## src/rtl/core/gheat_pkg.sv

```systemverilog
// gheat_pkg: shared types, constants and helpers of the grid heat exchange stencil
// no dependencies; the other files of the block, except gheat_fifo, refer to it by scoped names
package gheat_pkg;

   // field widths fixed by the cell format
   localparam int TEMP_W  = 12;
   localparam int PROP_W  = 8;
   localparam int DELTA_W = 8;
   localparam int POS_W   = 10;
   localparam int CFG_W   = 11;
   localparam int CSR_AW  = 3;
   localparam int CSR_DW  = 32;
   localparam int WIDE_W  = 14;

   // exchange arithmetic
   localparam int E_W        = 5;    // energy and share width
   localparam int DVD_W      = 13;   // energy times capacity
   localparam int DVS_W      = 9;    // capacity sum
   localparam int GAP_W      = 12;
   localparam int GAP_MIN    = 4;
   localparam int ENERGY_SH  = 8;    // divide by 256
   localparam int ENERGY_MAX = 18;
   localparam int TEMP_LOW   = -50;
   localparam int TEMP_HIGH  = 2000;
   localparam int SIZE_MIN   = 3;

   localparam logic signed [WIDE_W-1:0] WIDE_LOW  = WIDE_W'(TEMP_LOW);
   localparam logic signed [WIDE_W-1:0] WIDE_HIGH = WIDE_W'(TEMP_HIGH);

   // register indexes
   localparam logic [0:0] REG_GRID_WIDTH  = 1'b0;
   localparam logic [0:0] REG_GRID_HEIGHT = 1'b1;

   // one stored cell: inputs plus accumulated exchange
   typedef struct packed {
      logic signed [TEMP_W-1:0]  temp;
      logic                      empty;
      logic [PROP_W-1:0]         cond;
      logic [PROP_W-1:0]         cap;
      logic [PROP_W-1:0]         relax;
      logic signed [TEMP_W-1:0]  eq;
      logic signed [TEMP_W-1:0]  imp;
      logic signed [DELTA_W-1:0] delta;
   } cell_type;

   // classification of one transaction by its grid position
   typedef struct packed {
      logic do_v;    // exchange with the cell above
      logic do_h;    // exchange with the cell to the left
      logic emit;    // the cell above is finished and emitted
      logic last;    // last emitted cell of the frame
   } flags_type;

   // clamp a wide signed temperature to the legal range
   function automatic logic signed [TEMP_W-1:0] clamp_temp(input logic signed [WIDE_W-1:0] v);
      logic signed [WIDE_W-1:0] r;
      r = v;
      if (v < WIDE_LOW) begin
         r = WIDE_LOW;
      end else if (v > WIDE_HIGH) begin
         r = WIDE_HIGH;
      end
      return r[TEMP_W-1:0];
   endfunction

endpackage

```

## src/rtl/core/gheat_req_if.sv

```systemverilog
// gheat_req_if: input cell channel with valid/ready handshake
// depends on gheat_pkg for field widths
interface gheat_req_if;
   logic                                     valid;
   logic                                     ready;
   logic signed [gheat_pkg::TEMP_W-1:0]      cell_temp;
   logic                                     cell_empty;
   logic [gheat_pkg::PROP_W-1:0]             conductivity;
   logic [gheat_pkg::PROP_W-1:0]             specific_heat;
   logic [gheat_pkg::PROP_W-1:0]             relax_step;
   logic signed [gheat_pkg::TEMP_W-1:0]      equilibrium_temp;
   logic signed [gheat_pkg::TEMP_W-1:0]      impulse_in;

   modport source (output valid, cell_temp, cell_empty, conductivity, specific_heat,
                   relax_step, equilibrium_temp, impulse_in, input ready);
   modport sink (input valid, cell_temp, cell_empty, conductivity, specific_heat,
                 relax_step, equilibrium_temp, impulse_in, output ready);
endinterface

```

## src/rtl/core/gheat_front.sv

```systemverilog
// gheat_front: accepts cell transactions, tracks raster position, classifies them
// depends on gheat_pkg and gheat_req_if
module gheat_front #(
   parameter int MAX_WIDTH  = 1024,
   parameter int MAX_HEIGHT = 1024,
   parameter int WSW        = 11,
   parameter int HSW        = 11,
   localparam int XW        = $clog2(MAX_WIDTH)
) (
   input  logic                              clock,
   input  logic                              reset,
   gheat_req_if.sink                         req_chan,
   input  logic [WSW-1:0]                    width_eff,
   input  logic [HSW-1:0]                    height_eff,
   input  logic                              fifo_full,
   output logic                              push,
   output gheat_pkg::cell_type               push_cell,
   output gheat_pkg::flags_type              push_flags,
   output logic [XW-1:0]                     push_x,
   output logic [gheat_pkg::POS_W-1:0]       push_col,
   output logic [gheat_pkg::POS_W-1:0]       push_row
);
   localparam int YW = $clog2(MAX_HEIGHT);

   logic [XW-1:0]  col_ff, col_in;
   logic [YW-1:0]  row_ff, row_in;
   logic [WSW-1:0] x_pos, x_next;
   logic [HSW-1:0] y_step, y_pos, y_next;
   logic           x_in, y_in;

   // current position, wrapped against the present size
   always_comb begin
      x_pos  = WSW'(col_ff);
      y_step = HSW'(row_ff);
      if (x_pos >= width_eff) begin
         x_pos  = '0;
         y_step = y_step + HSW'(1);
      end
      y_pos = (y_step >= height_eff) ? '0 : y_step;
   end

   // interior tests and transaction classification
   always_comb begin
      x_in = (x_pos >= WSW'(1)) && (x_pos <= width_eff - WSW'(2));
      y_in = (y_pos >= HSW'(1)) && (y_pos <= height_eff - HSW'(2));
      push_flags.do_v = x_in && (y_pos >= HSW'(2)) && (y_pos <= height_eff - HSW'(2));
      push_flags.do_h = y_in && (x_pos >= WSW'(2)) && (x_pos <= width_eff - WSW'(2));
      push_flags.emit = x_in && (y_pos >= HSW'(2));
      push_flags.last = (x_pos == width_eff - WSW'(2)) && (y_pos == height_eff - HSW'(1));
   end

   // next position
   always_comb begin
      x_next = x_pos + WSW'(1);
      y_next = y_pos;
      if (x_next >= width_eff) begin
         x_next = '0;
         y_next = y_pos + HSW'(1);
         if (y_next >= height_eff) begin
            y_next = '0;
         end
      end
      col_in = x_next[XW-1:0];
      row_in = y_next[YW-1:0];
   end

   // handshake and payload toward the queue
   assign req_chan.ready = !fifo_full;
   assign push           = req_chan.valid && !fifo_full;
   assign push_x         = x_pos[XW-1:0];
   assign push_col       = gheat_pkg::POS_W'(x_pos);
   assign push_row       = gheat_pkg::POS_W'(y_pos - HSW'(1));

   always_comb begin
      push_cell.temp  = req_chan.cell_temp;
      push_cell.empty = req_chan.cell_empty;
      push_cell.cond  = req_chan.conductivity;
      push_cell.cap   = req_chan.specific_heat;
      push_cell.relax = req_chan.relax_step;
      push_cell.eq    = req_chan.equilibrium_temp;
      push_cell.imp   = req_chan.impulse_in;
      push_cell.delta = '0;
   end

   // raster counters
   always_ff @(posedge clock) begin
      if (reset) begin
         col_ff <= '0;
         row_ff <= '0;
      end else if (push) begin
         col_ff <= col_in;
         row_ff <= row_in;
      end
   end
endmodule

```

## src/flat_wrapper.sv

```systemverilog
// flat-port wrapper written by rule: the top's interface ports become plain ports
module gheat_front_flat 
#(
   parameter int MAX_WIDTH  = 1024,
   parameter int MAX_HEIGHT = 1024,
   parameter int WSW        = 11,
   parameter int HSW        = 11,
   localparam int XW        = $clog2(MAX_WIDTH)
)
  (clock, reset, width_eff, height_eff, fifo_full, push, push_cell, push_flags, push_x, push_col, push_row, req_chan_valid, req_chan_cell_temp, req_chan_cell_empty, req_chan_conductivity, req_chan_specific_heat, req_chan_relax_step, req_chan_equilibrium_temp, req_chan_impulse_in, req_chan_ready);
  gheat_req_if req_chan_i ();
  input  logic clock;
  input  logic reset;
  input  logic [WSW-1:0] width_eff;
  input  logic [HSW-1:0] height_eff;
  input  logic fifo_full;
  output logic push;
  output gheat_pkg::cell_type push_cell;
  output gheat_pkg::flags_type push_flags;
  output logic [XW-1:0] push_x;
  output logic [gheat_pkg::POS_W-1:0] push_col;
  output logic [gheat_pkg::POS_W-1:0] push_row;
  input wire logic [$bits(req_chan_i.valid)-1:0] req_chan_valid;
  input wire logic [$bits(req_chan_i.cell_temp)-1:0] req_chan_cell_temp;
  input wire logic [$bits(req_chan_i.cell_empty)-1:0] req_chan_cell_empty;
  input wire logic [$bits(req_chan_i.conductivity)-1:0] req_chan_conductivity;
  input wire logic [$bits(req_chan_i.specific_heat)-1:0] req_chan_specific_heat;
  input wire logic [$bits(req_chan_i.relax_step)-1:0] req_chan_relax_step;
  input wire logic [$bits(req_chan_i.equilibrium_temp)-1:0] req_chan_equilibrium_temp;
  input wire logic [$bits(req_chan_i.impulse_in)-1:0] req_chan_impulse_in;
  output wire logic [$bits(req_chan_i.ready)-1:0] req_chan_ready;
  assign req_chan_i.valid = req_chan_valid;
  assign req_chan_i.cell_temp = req_chan_cell_temp;
  assign req_chan_i.cell_empty = req_chan_cell_empty;
  assign req_chan_i.conductivity = req_chan_conductivity;
  assign req_chan_i.specific_heat = req_chan_specific_heat;
  assign req_chan_i.relax_step = req_chan_relax_step;
  assign req_chan_i.equilibrium_temp = req_chan_equilibrium_temp;
  assign req_chan_i.impulse_in = req_chan_impulse_in;
  assign req_chan_ready = req_chan_i.ready;
  gheat_front #(.MAX_WIDTH(MAX_WIDTH), .MAX_HEIGHT(MAX_HEIGHT), .WSW(WSW), .HSW(HSW)) u_core (.clock(clock), .reset(reset), .req_chan(req_chan_i), .width_eff(width_eff), .height_eff(height_eff), .fifo_full(fifo_full), .push(push), .push_cell(push_cell), .push_flags(push_flags), .push_x(push_x), .push_col(push_col), .push_row(push_row));
endmodule
```

## config.mk

```make
export PLATFORM = sky130hd
export DESIGN_NAME = gheat_front_flat
export DESIGN_NICKNAME = d
export VERILOG_FILES = /design/src/rtl/core/gheat_pkg.sv /design/src/rtl/core/gheat_req_if.sv /design/src/rtl/core/gheat_front.sv /design/src/flat_wrapper.sv
export SDC_FILE = /design/constraint.sdc
export NUM_CORES = 1
export LEC_CHECK = 0
export ABC_AREA = 0
export BUFFER_PORTS_ARGS = -buffer_cell sky130_fd_sc_hd__clkbuf_2
export CAP_MARGIN = 0
export CORE_ASPECT_RATIO = 1.75
export CORE_MARGIN = 8
export CORE_UTILIZATION = 45
export DETAILED_ROUTE_END_ITERATION = 8
export GPL_ROUTABILITY_DRIVEN = 0
export GPL_TIMING_DRIVEN = 1
export PLACE_DENSITY = 0.83
export SYNTH_ARGS = -nofsm -noshare
export SYNTH_HDL_FRONTEND = slang
export SYNTH_SLANG_ARGS = --single-unit
```

## constraint.sdc

```tcl
create_clock -name clock -period 25.6 [get_ports clock]
set_clock_uncertainty 0.1 [all_clocks]
set_input_delay 7.68 -clock clock [delete_from_list [all_inputs] [get_ports clock]]
set_output_delay 7.68 -clock clock [all_outputs]
set_load 0.01 [all_outputs]
```

# == Word-level counts from Yosys, hierarchy flattened ==
# Index checks and enable logic that the tools add are counted.
# Widths: inputs -> output; s select.
# word_totals
regBits,20
# classes
n_addsub,7
n_lt_le_gt_ge,10
eq_ne,2
mux,6
reduce_logical,9
# op_table
operator,count
$mux 10,4
$ge 11x11->1,3
$add 10x1->11 const B,2
$mux 11,2
$sub 11x2->11 const B,2
$add 11x1->11 const B,1
$eq 10x11->1,1
$eq 11x11->1,1
$ge 10x11->1,1
$ge 11x1->1 const B,1
$ge 11x2->1 const B,1
$le 10x11->1,1
$le 11x11->1,1
$sub 11x1->11 const B,1
$ge 10x1->1 const B,1
$ge 10x2->1 const B,1
$sub 10x1->10 const B,1
$logic_and 1x1->1,8
$logic_not 1->1,1

# == Longest topological paths before layout ==
# logic_depth
depth_word,8
ltp_mapped,31
ltp_nobuf,30

# == Worst setup path after synthesis ==
# OpenSTA, ideal clock, no wires.
# synth_timing
path_kind,input to output
startpoint,input width_eff[9]
endpoint,output push_flags[2] (netlist bit)
arrival_ns,12.593
slack_ns,5.227
path_stages,23
path_buffers,1
path_cell_list,inv_1 -> ha_1 -> and4b_2 -> o211ai_2 -> and2_1 -> buf_4 -> a2111oi_2 -> xor2_1 -> ha_1 -> and3_1 -> a221o_1 -> a41oi_1 -> o21ai_1 -> a21oi_2 -> ha_1 -> nor2b_1 -> o21a_1 -> o21a_1 -> o21ai_0 -> a21oi_1 -> maj3_1 -> a22oi_1 -> nor4b_1
# synth_lines
element,line,source
from (decl),flat_wrapper.sv:14,input logic [WSW-1:0] width_eff;
to (decl),flat_wrapper.sv:19,output gheat_pkg::flags_type push_flags;

==> flow_summary.json <==
{
  "outcome": "finished clean",
  "nets": 780,
  "clock-sinks": 20,
  "cp.arrival_ns": 13.67,
  "finalCritPeriodShare_pct": 83.8,
  "power_density_nw_per_um2": 22.2,
  "grt_remaining_overflow": 0,
  "ir_drop_v": 0.0000179,
  "rsz0062_at_grt": "no",
  "n_antenna_cell": 0,
  "synth_edf_count": 0,
  "syn2layout_area_growth_pct": -2.01,
  "numCtsBuffers": 3,
  "ant_nets": 0,
  "placementRows": 50,
  "preCtsSetupSlack_ns": 4.27,
  "synthArstFlopShare_pct": 0,
  "yosysWarnings": 0,
  "dieHeight_um": 153,
  "max_freq_mhz": 46.6,
  "cts_root_buf": "clkbuf_16",
  "die_area_um2": 14400,
  "synth_commonest_cells": "83 x buf_4, 76 x ha_1, 53 x nand2_1, 46 x xnor2_1, 41 x inv_1",
  "drc": 0,
  "hold_buffers": 0,
  "path_max_fanout": 19,
  "synthFlopType": "dfxtp_1",
  "crit_slowest_cell": "and2_1",
  "hpwlAfterDp_mm": 11.3,
  "crit_path_start_kind": "input port",
  "placed_cell_area_um2": 4620,
  "synth_compound_area_share_pct": 19.5,
  "antenna_found_initial": 0,
  "fin_crit_ns": 21.45,
  "setup_ws_ns": 4.15,
  "synth_most_common_cell": "buf_4",
  "cpPeakStageDelay_ns": 0.62,
  "cts.clk_slew.worst_paths_ns": 0.06,
  "vias_per_cell": 6.17,
  "fin_tns_setup_ns": 0,
  "synth_cell_type_count": 80,
  "vias": 4604,
  "grt.total_usage_pct": 19.1,
  "first_pass_iters": 5,
  "core_area_um2": 10600,
  "cts_buffer_depth": 2,
  "ios": 192,
  "worstMarginPinSlew_ns": 0.817,
  "fin_area_um2": 4710,
  "avgSynthCellArea_um2": 7.48,
  "yosysTopAreaCellShare_pct": 19.8,
  "crit_path_end_kind": "primary output",
  "synthAdderAreaFrac_pct": 20.0,
  "cts_tree": "yes",
  "crit_type": "input port to primary output",
  "hp-class": "register to register",
  "synth_seq_cells": 20,
  "drt_iter0_markers": 368,
  "maxSlewHeadroom_pct": 45.4,
  "clk_latency_ns": 0.26,
  "slew_violations": 0,
  "setup_viol": 0,
  "synth_top_family_by_area": "simple AND/OR/NAND/NOR gates",
  "synthXorXnorAreaFrac_pct": 10.9,
  "synth_area_leaders": "ha_1 20%, buf_4 13%, xnor2_1 8.4%",
  "cp_common_cell": "ha_1",
  "die_x_um": 94.1,
  "syn_inst": 642,
  "cts_setup_buffers": 0,
  "drt-total-wl_mm": 13.8,
  "drv_cap": 0,
  "wl_per_cell_um": 18.5,
  "syn_area_um2": 4800,
  "hold_viol": 0,
  "final_layout_size_suffix_gt1_share_pct": 15.4,
  "synth_mux_area_share_pct": 1.74,
  "synth-simple-area-share_pct": 21.3,
  "grt_max_degree": 22,
  "portBuffers": 61,
  "initial_core_util_pct": 45.4,
  "cts_resized": 0,
  "grt_pass1_wl_mm": 22.3,
  "grt_pass1_vias": 4686,
  "cts_max_level": 1,
  "required_ns": 17.82,
  "yosysSeqAreaShare_pct": 8.33,
  "power.leakage_nw": 2.33,
  "yosysTopAreaCell": "ha_1"
}
cell usage in the layout, fill, tap and decap left out, drive strengths merged, types with 8 or more instances in the layout:
| master | instances |
|---|---|
| and2 | 9 |
| inv | 42 |
| nor2 | 39 |
| clkbuf | 65 |
| xor2 | 13 |
| nand4 | 9 |
| xnor2 | 46 |
| nor3 | 13 |
| and3 | 18 |
| conb | 8 |
| ha | 76 |
| a21oi | 35 |
| nand3 | 25 |
| dfxtp | 20 |
| nand2 | 54 |
| o21ai | 26 |
state kept, by name, indices dropped and copies added, names as in the netlist:
signal / cells
u_core.col_ff: 10
u_core.row_ff: 10
metrics by stage:
stage | hold WS, ns | utilization, % | total power [mW] | std cells
floorplan | 0.354 | - | 0.0666 | 649
global placement | 0.364 | 43.7 | 0.0673 | 742
detailed placement | 0.366 | 43.7 | 0.0678 | 742
CTS | 0.374 | 44.5 | 0.104 | 746
global route | 0.400 | 44.5 | 0.110 | 746
finish | 0.372 | 44.5 | 0.104 | 746
cell type report:
class                           instances  area [µm²]
Fill cell                            1061        5860
Multi-Input combinational cell        484        3560
Sequential cell                        20         400
Timing Repair Buffer                   65         335
Tap cell                              130         163
Inverter                               43         161
Clock buffer                            4        88.8
cells by family after synthesis:
group,count (synthesis)
xor+xnor,59
compound gates,132
other cells,1
simple gates,200
mux,8
flops,20
fa+ha+maj,77
buf+inv,145
routing by layer:
layer  track usage (%)  vias up  wire length (µm)
met4              17.4        0              1170
met2              32.8      251              6660
met3              2.86      108              1080
met5                 0        -                 0
li1                  -     2141                 -
met1              18.9     2104              4880
worst max-delay path, delay by kind of cell:
family / cells / cell delay, ns
AND/OR/NAND/NOR: 4 / 1.25
buffers and inverters: 5 / 0.67
AO/OA/AOI/OAI: 12 / 2.46
adder cells (fa/ha/maj): 4 / 1.29
XOR/XNOR: 1 / 0.31
power by group:
group	total (mW)	internal (mW)	switching, mW
Sequential	0.0321	0.0315	0.000578
Clock	0.0367	0.0239	0.0128
Combinational	0.0355	0.0137	0.0219
Total	0.104	0.0691	0.0353
worst paths after layout:
check | from | to | slack (ns) | depth (start not counted)
worst max-delay path | width_eff[5] | push_flags[2] | 4.15 | 26
worst min-delay path | u_core.col_ff[0]$_SDFFE_PP0P_ | u_core.col_ff[0]$_SDFFE_PP0P_ | 0.37 | 2
worst max register to register | u_core.col_ff[5]$_SDFFE_PP0P_ | u_core.row_ff[8]$_SDFFE_PP0P_ | 17.86 | 28
worst min register to register | u_core.col_ff[0]$_SDFFE_PP0P_ | u_core.col_ff[0]$_SDFFE_PP0P_ | 0.37 | 2
Note: power is estimated with default switching activity, not from simulation.
