`config.mk`:
```
export PLATFORM = sky130hd
export DESIGN_NAME = gheat_fifo
export DESIGN_NICKNAME = d
export VERILOG_FILES = /design/src/rtl/core/gheat_fifo.sv
export SDC_FILE = /design/constraint.sdc
export NUM_CORES = 1
export LEC_CHECK = 0
export BUFFER_PORTS_ARGS = -buffer_cell sky130_fd_sc_hd__buf_2
export CAP_MARGIN = 20
export CORE_MARGIN = 2
export CORE_UTILIZATION = 52
export CTS_BUF_LIST = sky130_fd_sc_hd__clkbuf_16
export CTS_CLUSTER_SIZE = 40
export DETAILED_ROUTE_END_ITERATION = 12
export PLACE_DENSITY_LB_ADDON = 0.15
export SYNTH_ARGS = -nofsm -noshare
export SYNTH_HDL_FRONTEND = slang
export SYNTH_SLANG_ARGS = --single-unit
```
`constraint.sdc`:
```
create_clock -name clock -period 3.9 [get_ports clock]
set_input_delay 0.78 -clock clock [delete_from_list [all_inputs] [get_ports clock]]
set_output_delay 0.78 -clock clock [all_outputs]
set_load 0.01 [all_outputs]
```
`src/rtl/core/gheat_fifo.sv`:
```
// gheat_fifo: two-entry show-ahead queue between front and back
// no package dependencies
module gheat_fifo #(
   parameter int DW = 8
) (
   input  logic          clock,
   input  logic          reset,
   input  logic          push,
   input  logic [DW-1:0] din,
   output logic          full,
   input  logic          pop,
   output logic [DW-1:0] dout,
   output logic          empty
);
   logic [DW-1:0] slot_ff [2];
   logic [1:0]    count_ff;
   logic          wr_ff, rd_ff;

   assign full  = (count_ff == 2'd2);
   assign empty = (count_ff == 2'd0);
   assign dout  = slot_ff[rd_ff];

   // storage
   always_ff @(posedge clock) begin
      if (push) begin
         slot_ff[wr_ff] <= din;
      end
   end

   // pointers and fill level
   always_ff @(posedge clock) begin
      if (reset) begin
         count_ff <= '0;
         wr_ff    <= 1'b0;
         rd_ff    <= 1'b0;
      end else begin
         if (push) begin
            wr_ff <= !wr_ff;
         end
         if (pop) begin
            rd_ff <= !rd_ff;
         end
         count_ff <= count_ff + {1'b0, push} - {1'b0, pop};
      end
   end
endmodule

```
## Word-level counts from Yosys, hierarchy flattened

Memory sizes are Yosys's and may differ from the RTL's. A register that Yosys moved wholly into a read port is not among the register bits.
Index checks and enable logic that the tools add are counted.

| word-level totals | value |
|---|---|
| flip-flop bits (word level) | 4 |
| RAM bits | 16 |
| input port bits | 12 |
| word-level logic and storage cells | 14 |
| memories | 1 |

Memories:

| name | depth | bits a word | read ports | clocked after Yosys merged registers in | wr ports | line | text |
|---|---|---|---|---|---|---|---|
| slot_ff | 2 | 8 | 1 | 1 | 1 | 15 | `logic [DW-1:0] slot_ff [2];` |

| operators by class | value |
|---|---|
| add/subtract/negate cells | 2 |
| equal/unequal tests | 1 |
| muxes and demuxes | 4 |
| reductions and logical operators | 3 |

Operators with widths:

| cell | count |
|---|---|
| 2-to-1 mux 1 bit | 4 |
| adder 2 x 1 -> 2 bit | 1 |
| == test 2 bit (second input constant) | 1 |
| logical NOT 1 bit | 2 |
| logical NOT 2 bit | 1 |
| subtractor 2 x 1 -> 2 bit | 1 |

## Longest topological paths before layout

Gate-level depths: netlist (run 1).

| logic depth | value |
|---|---|
| word-level depth | 3 |
| depth in mapped cells | 6 |
| mapped depth without buffers | 6 |

## Worst setup path after synthesis (run 1)

Ideal clock, no wire load.

| path | value |
|---|---|
| path kind | input -> register |
| start | input pop |
| end | register count_ff[1] |
| data arrival time | 1.652 ns |
| setup slack | 2.184 ns |
| stages on the path | 5 |
| buffers on the path | 0 |
| cell sequence | ha_1 > inv_1 > ha_1 > xnor3_1 > nor2_1 |

| between the ends | value |
|---|---|
| cells in the longest elaborated chain, start to end | 1 |

Ends and longest elaborated chain:

| what | line | text |
|---|---|---|
| start: declaration | 11 | `input logic pop,` |
| subtractor 2 x 1 -> 2 bit | 43 | `count_ff <= count_ff + {1'b0, push} - {1'b0, pop};` |
| end signal: assignment | 43 |  |
| end: declaration | 16 | `logic [1:0] count_ff;` |

Every way passes these cells.
A chain may end at the register's enable or synchronous reset.

==> results of run 1 <==
synthesized netlist by cell type:
library cell / instances / area share, %
xnor2_1: 2 / 2.2
inv_1: 2 / 0.95
dfxtp_1: 5 / 13
nor2b_1: 3 / 2.4
buf_2: 1 / 0.63
nor2_1: 5 / 2.4
edfxtp_1: 16 / 61
ha_1: 2 / 3.2
mux2_2: 8 / 11
and2_1: 1 / 0.79
xnor3_1: 1 / 2.8
worst max-delay path: cells and delay by family (launching register included):
kind                   cells  cell delay [ps]
DFF                        1              530
muxes                      1              380
buffers and inverters      1              140
how the worst max path moves through the flow:
stage               slack, ps  start                endpoint  cells past startpoint
floorplan                2180    pop  count_ff[1]$_SDFF_PP0_                      5
global placement         2030    pop  count_ff[1]$_SDFF_PP0_                      6
detailed placement       1990    pop  count_ff[1]$_SDFF_PP0_                      6
CTS                      1810   flop                 dout[1]                      2
global route             1760   flop                 dout[5]                      2
finish                   1830   flop                 dout[5]                      2
metal layers:
layer	vias up	share of wire (%)	GRT usage, %
li1	211	-	-
met2	10	49	22.12
met4	0	0	5.455
met5	-	0	0
met1	190	48	15.36
met3	0	3.5	3.830
cell type report:
type                    count  area share (%)
flip-flops and latches     21           58.51
multi-input cells          22           20.05
repair buffers             21           10.59
clock buffers               3           7.566
well taps                  16           2.018
inverters                   2          0.7566
clock inverters             1          0.5044
kinds of logic after synthesis:
kind of cell | Yosys count | synth area share (%)
muxes | 8 | 11.37
buffers and inverters | 3 | 1.580
adders and majority gates | 2 | 3.159
DFF | 21 | 73.30
xor gates and xnor gates | 3 | 5.055
and+or+nand+nor | 9 | 5.530
placed cells by master (no fill, tap or decap):
cell / synthesis / routed
buf_2: 1 / 21
clkbuf_16: 0 / 3
and2_1: 1 / 1
nor2b_1: 3 / 3
xnor2_1: 2 / 2
mux2_2: 8 / 8
inv_1: 2 / 2
edfxtp_1: 16 / 16
nor2_1: 5 / 5
clkinv_2: 0 / 1
xnor3_1: 1 / 1
dfxtp_1: 5 / 5
ha_1: 2 / 2
per-stage QoR:
| step | worst slack (ps) | hold slack, ps | cells | utilization [%] | area [um2] |
|---|---|---|---|---|---|
| 2_1_floorplan | 2184 | 479.9 | 46 | - | 792.0 |
| 3_3_place_gp | 2027 | 496.7 | 82 | 61.99 | 912.1 |
| 3_5_place_dp | 1989 | 501.4 | 82 | 61.99 | 912.1 |
| 4_1_cts | 1806 | 519.6 | 86 | 67.43 | 992.2 |
| 5_1_grt | 1760 | 558.7 | 86 | 67.43 | 992.2 |
| 6_report | 1832 | 512.0 | 86 | 67.43 | 992.2 |
state kept, by name, summed over array words and instances, names as in the netlist, named ones only:
| signal | count |
|---|---|
| wr_ff | 1 |
| slot_ff | 16 |
| rd_ff | 1 |
| count_ff | 2 |
power by group:
group	internal, W	switching (W)	total [W]
Combinational	0.0000404	0.0000309	0.0000713
Sequential	0.000260	0.0000105	0.000271
Clock	0.000137	0.0000709	0.000208
==> metrics.cfg, run 1 <==
[floorplanning]
initial_core_util_pct = 53.83
die-height_um = 43.03
die_width_um = 43.03
io-pin-count = 22
core_mm2 = 0.001471
rows = 14
dieArea_mm2 = 0.001851

[final_layout]
fillers = 104
seq_area_um2 = 580.6
multiInputGateArea_um2 = 198.9
diodes = 0
area_delta_synth_final_pct = 25.28
fin_nets = 85
drive_gt1_share_pct = 47.14

[clock_tree]
cts_max_level = 1
path_clk_slew_ps = 50
cts_buffer_depth = 2
cts_tree = yes
cts.repair.resized = 0
root_buffer = clkbuf_16
numCtsBuffers = 3
clk_latency_ps = 250
cts_setup_buffers = 0
clock-sinks = 21
ctsHoldBuffers = 0

[sta]
setup_viol = 0
slew_headroom_pct = 54.75
hold_viol = 0
fin_setup_tns_ps = 0
worst_slew_pin_slew_ps = 677.3
fin_crit_sh_pct = 53.01
rsz0062_at_grt = no
final.setup_skew_ps = 2.255
fmax_mhz = 483.7
layout_min_cycle_time_ps = 2068
slew_viol_final = 0

[drt]
vias_per_cell = 4.779
drtIter0Drc = 4
ant_nets = 0
via_count = 411
wl_per_cell_um = 12.38
drc = 0
firstDrtPassIters = 2
routed_wl_mm = 1.065

[setup_path]
rr_startpoint = count_ff[0]$_SDFF_PP0_
r2r_setup_slack_ps = 2500
start_kind = flop
cp-end-kind = primary output
reg2regPathDepth = 6
critPathMaxFanout = 8
critical_path_class = flop to primary output
reg2reg_to = count_ff[1]$_SDFF_PP0_
arrival_ps = 1290
cp.required_ps = 3120
critPathMaxStageDelay_ps = 530
crit_path_cell_trace = mux2_2 -> buf_2
critPathSlowestCell = dfxtp_1

[synth]
synth_cell_types = 11
syn_area_um2 = 792.0
yosys_register_bits = 21
yosysWarnings = 0
syn_area_per_cell_um2 = 17.22
synth_nets = 60
post_synth_inst_count = 46
ys_seq_area_share_pct = 73.30

[power_and_ir_drop]
power.total_w = 0.0005503
ir_drop_mv = 0.3141
p_leak_nw = 0.4054
powerDensity_mw_per_mm2 = 554.6

[placement]
gp_congestion = 0.6460
hpwl_um = 766.1
io_buffer_count = 21

[hold_path]
hp-start = rd_ff$_SDFFE_PP0P_
holdPathStages = 2
min_path_type = flop to flop

[global_route]
grt_pass1_vias = 416
grt-ovfl-total = 0
grt_pass1_wl_mm = 1.738
antenna_found_initial = 0
grt_max_degree = 13
grtUsageTotal_pct = 13.03

[run]
maxCapViolations = 0

[outcome]
outcome = complete, no violations

No activity file was read; power rests on OpenSTA's default activity.
==> run 2, diff against run 1 <==
--- a/config.mk
+++ b/config.mk
@@ -5,10 +5,11 @@
 export SDC_FILE = /design/constraint.sdc
 export NUM_CORES = 1
 export LEC_CHECK = 0
+export ABC_AREA = 1
 export BUFFER_PORTS_ARGS = -buffer_cell sky130_fd_sc_hd__buf_2
 export CAP_MARGIN = 20
 export CORE_MARGIN = 2
-export CORE_UTILIZATION = 52
+export CORE_UTILIZATION = 44
 export CTS_BUF_LIST = sky130_fd_sc_hd__clkbuf_16
 export CTS_CLUSTER_SIZE = 40
 export DETAILED_ROUTE_END_ITERATION = 12
==> constraint.sdc (replaced) <==
create_clock -name clock -period 1.81 [get_ports clock]
set_input_delay 0.362 -clock clock [delete_from_list [all_inputs] [get_ports clock]]
set_output_delay 0.362 -clock clock [all_outputs]
set_load 0.01 [all_outputs]
==> run 2 against run 1 <==
- clock skew down 0.78 ps
- critical endpoint is now dout[2]
- clock power rose by 110%
- area after synthesis up 5.5%
- total power rose by 110%
- critical path type unchanged
- synthesized cell count rose by 22%
==> metrics.cfg, run 2 <==
[outcome]
outcome = complete, no violations  ; unchanged

[drt]
ant_nets = 0  ; unchanged
routed_wl_mm = 1.155  ; was 1.065 mm
drc = 0  ; unchanged
via_count = 481  ; was 411
drtIter0Drc = 11  ; was 4
vias_per_cell = 4.538  ; was 4.779
wl_per_cell_um = 10.90  ; was 12.38 um
firstDrtPassIters = 4  ; was 2

[synth]
syn_area_um2 = 835.8  ; was 792.0 um2
synth-simple-area-share_pct = 6.587  ; was 5.529%
post_synth_inst_count = 56  ; was 46
synth_top_family_by_area = multiplexers  ; unchanged
synth_xor_xnor_area_share_pct = 1.048  ; was 5.055%
syn_area_per_cell_um2 = 14.93  ; was 17.22 um2
post-synth-top-area-cell = edfxtp_1  ; unchanged
synth_cell_types = 12  ; was 11
synthTopCellsByCount = 16 x edfxtp_1, 8 x inv_1, 8 x mux2_4, 8 x nor2_1, 5 x dfxtp_1  ; was 16 x edfxtp_1, 8 x mux2_2, 5 x dfxtp_1, 5 x nor2_1, 3 x nor2b_1
synth_top_area_share_pct = 57.49  ; was 60.66%
ys_seq_area_share_pct = 69.46  ; was 73.30%
synth_compound_area_share_pct = 0.5988  ; was 0%
synthAdderAreaFrac_pct = 2.994  ; was 3.160%
yosys_register_bits = 21  ; unchanged
yosysWarnings = 0  ; unchanged
synth_top_flop_cell = edfxtp_1  ; unchanged
async_flop_share_pct = 0  ; unchanged
synth_edf_count = 16  ; unchanged
synth_mux_area_share_pct = 14.37  ; was 11.37%
synthTopCellsByArea = edfxtp_1 57%, mux2_4 14%, dfxtp_1 12%, inv_1 3.6%, nor2_1 3.6%  ; was edfxtp_1 61%, dfxtp_1 13%, mux2_2 11%, ha_1 3.2%, xnor3_1 2.8%
synth.most_common_cell = edfxtp_1  ; unchanged
synth_nets = 70  ; was 60

[sta]
fmax_mhz = 584.5
finalWorstSetupSlack_ps = 99.06  ; was 1832 ps
setup_viol = 0  ; unchanged
fin_crit_sh_pct = 94.53
hold_viol = 0  ; unchanged
rsz0062_at_grt = no  ; unchanged
layout_min_cycle_time_ps = 1711
fin_setup_tns_ps = 0  ; unchanged
worst_slew_pin_slew_ps = 494.0  ; was 677.3 ps
final.setup_skew_ps = 1.471  ; was 2.255 ps
slew_viol_final = 0  ; unchanged
slew_headroom_pct = 67.02  ; was 54.75%

[run]
maxCapViolations = 0  ; unchanged

[clock_tree]
cts_buffer_depth = 2  ; unchanged
cts_max_level = 1  ; unchanged
clock-sinks = 21  ; unchanged
numCtsBuffers = 3  ; unchanged
root_buffer = clkbuf_16  ; unchanged
cts_setup_buffers = 0  ; unchanged
cts_tree = yes  ; unchanged
cts.repair.resized = 0  ; unchanged
clk_latency_ps = 250  ; about the same
ctsHoldBuffers = 0  ; unchanged
path_clk_slew_ps = 50  ; about the same

[global_route]
grt_max_degree = 12  ; was 13
grtUsageTotal_pct = 12.23  ; was 13.03%
antenna_found_initial = 0  ; unchanged
grt_pass1_vias = 426  ; was 416
grt_pass1_wl_mm = 1.711  ; was 1.738 mm
grt-ovfl-total = 0  ; unchanged

[floorplanning]
initial_core_util_pct = 47.38  ; was 53.83%
core_mm2 = 0.001764  ; was 0.001471 mm2
dieArea_mm2 = 0.002264  ; was 0.001851 mm2
io-pin-count = 22  ; unchanged
rows = 15  ; was 14
die_width_um = 47.59  ; was 43.03 um
die-height_um = 47.59  ; was 43.03 um

[setup_path]
cp-end-kind = primary output  ; unchanged
critPathMaxFanout = 8  ; unchanged
r2r_setup_slack_ps = 630  ; was 2500 ps
reg2regPathDepth = 6  ; unchanged
reg2reg_to = count_ff[1]$_SDFF_PP0_  ; unchanged
arrival_ps = 1350  ; was 1290 ps
rr_startpoint = count_ff[0]$_SDFF_PP0_  ; unchanged
critical_path_class = flop to primary output  ; unchanged
start_kind = flop  ; unchanged
cp.required_ps = 1450  ; was 3120 ps

[hold_path]
min_to = slot_ff[1][1]$_DFFE_PP_
holdPathStages = 1  ; was 2
hp-start = din[1]  ; was rd_ff$_SDFFE_PP0P_
min_path_type = primary input to flop  ; was flop to flop

[power_and_ir_drop]
p_sw_share_pct = 20.10  ; was 20.40%
p_leak_nw = 0.4695  ; was 0.4054 nW
clockPowerShare_pct = 37.8  ; about the same
power.share.sequential_pct = 49.6  ; was 49.2%
p_comb_share_pct = 12.5  ; was 13.0%
p_sw_w = 0.0002327  ; was 0.0001123 W
powerDensity_mw_per_mm2 = 1105  ; was 554.6 mW/mm2
ir_drop_mv = 0.5404  ; was 0.3141 mV
internal_power_w = 0.0009249  ; was 0.0004380 W

[final_layout]
largest_register = slot_ff  ; unchanged
seq_area_um2 = 580.6  ; unchanged
fin_nets = 96  ; was 85
final_common_cell = buf_2  ; unchanged
diodes = 0  ; unchanged
final_cell_mix = 21 x buf_2, 16 x edfxtp_1, 9 x inv_1  ; was 21 x buf_2, 16 x edfxtp_1, 8 x mux2_2
area_delta_synth_final_pct = 25.30  ; was 25.28%
fillers = 156  ; was 104
drive_gt1_share_pct = 40.74  ; was 47.14%
largest_register_ffs = 16  ; unchanged
post-route-cell-area_mm2 = 0.001047  ; was 992.2 um2
fin_util_pct = 59.36  ; was 67.43%
reg.largest.list = slot_ff: 16 flops, count_ff: 2 flops  ; unchanged
multiInputGateArea_um2 = 214.0  ; was 198.9 um2

[placement]
placed_area_um2 = 968.4  ; was 912.1 um2
gp_congestion = 0.6639  ; was 0.6460
io_buffer_count = 21  ; unchanged
place_ws_ps = 341.8  ; was 1989 ps

## run 2: cell count changes in the layout (fill, tap and decap cells not counted)
cell,before,now
nor2_1,5,8
nor3_1,0,1
a21oi_1,0,1
xnor3_1,1,0
nand3_1,0,1
and2_1,1,0
clkinv_2,1,0
nand2_1,0,4
xnor2_1,2,1
mux2_2,8,0
buf_4,0,1
inv_1,2,9
nor2b_1,3,0
mux2_4,0,8
## run 2: through the flow
stage / cells / power [W] / hold WS [ps]
5_1_grt: 106 / 0.001213 / 298.2
4_1_cts: 106 / 0.001177 / 297.7
3_3_place_gp: 102 / 0.0007274 / 504.6
6_report: 106 / 0.001158 / 301.5
3_5_place_dp: 102 / 0.0007326 / 501.2
2_1_floorplan: 56 / 0.0006788 / 433.2
## run 2: layout make-up
class	instances	share of cell area (%)
clock buffer	3	7.168
clock inverter	1	0.3584
inverter	8	2.867
multi-input combinational	26	20.43
sequential	21	55.44
tap	25	2.987
timing repair buffer	22	10.75
## run 2: power by group through the flow
stage / clock (W) / sequential [W] / combinational, W
2_1_floorplan: 0 / 0.000574 / 0.000105
3_3_place_gp: 0 / 0.000584 / 0.000143
3_5_place_dp: 0 / 0.000585 / 0.000147
4_1_cts: 0.000454 / 0.000575 / 0.000148
5_1_grt: 0.000471 / 0.000578 / 0.000163
6_report: 0.000438 / 0.000575 / 0.000145
## run 2: cells by family (layout without fill, tap and decap cells)
logic type | after synthesis | count (layout)
flip-flops | 21 | 21
AND/OR/NAND/NOR | 14 | 14
buffers and inverters | 9 | 34
multiplexers | 8 | 8
adder cells (fa/ha/maj) | 2 | 2
AO/OA/AOI/OAI | 1 | 1
XOR/XNOR | 1 | 1
## run 2: layer usage
layer  up-vias  global-route usage, %  routed length (um)
li1        238                      -                   -
met1       224                  12.29                 483
met2        15                  20.27                 581
met3         4                  3.396                  56
met4         0                  11.35                  34
met5         -                      0                   0
## run 2: how the worst max path moves through the flow
| stage | start | to | slack, ps | cells past startpoint |
|---|---|---|---|---|
| after detailed placement | flop | dout[2] | 340 | 2 |
| after CTS | flop | dout[2] | 70 | 2 |
| after global placement | flop | dout[2] | 340 | 2 |
| final | flop | dout[2] | 100 | 2 |
| after floorplan | flop | dout[0] | 690 | 2 |
| after global routing | flop | dout[5] | 40 | 2 |
## run 2: critical path, cell delays in order (launching register included)
cell and delay, ps:
dfxtp_1 620, mux2_4 340, buf_2 140
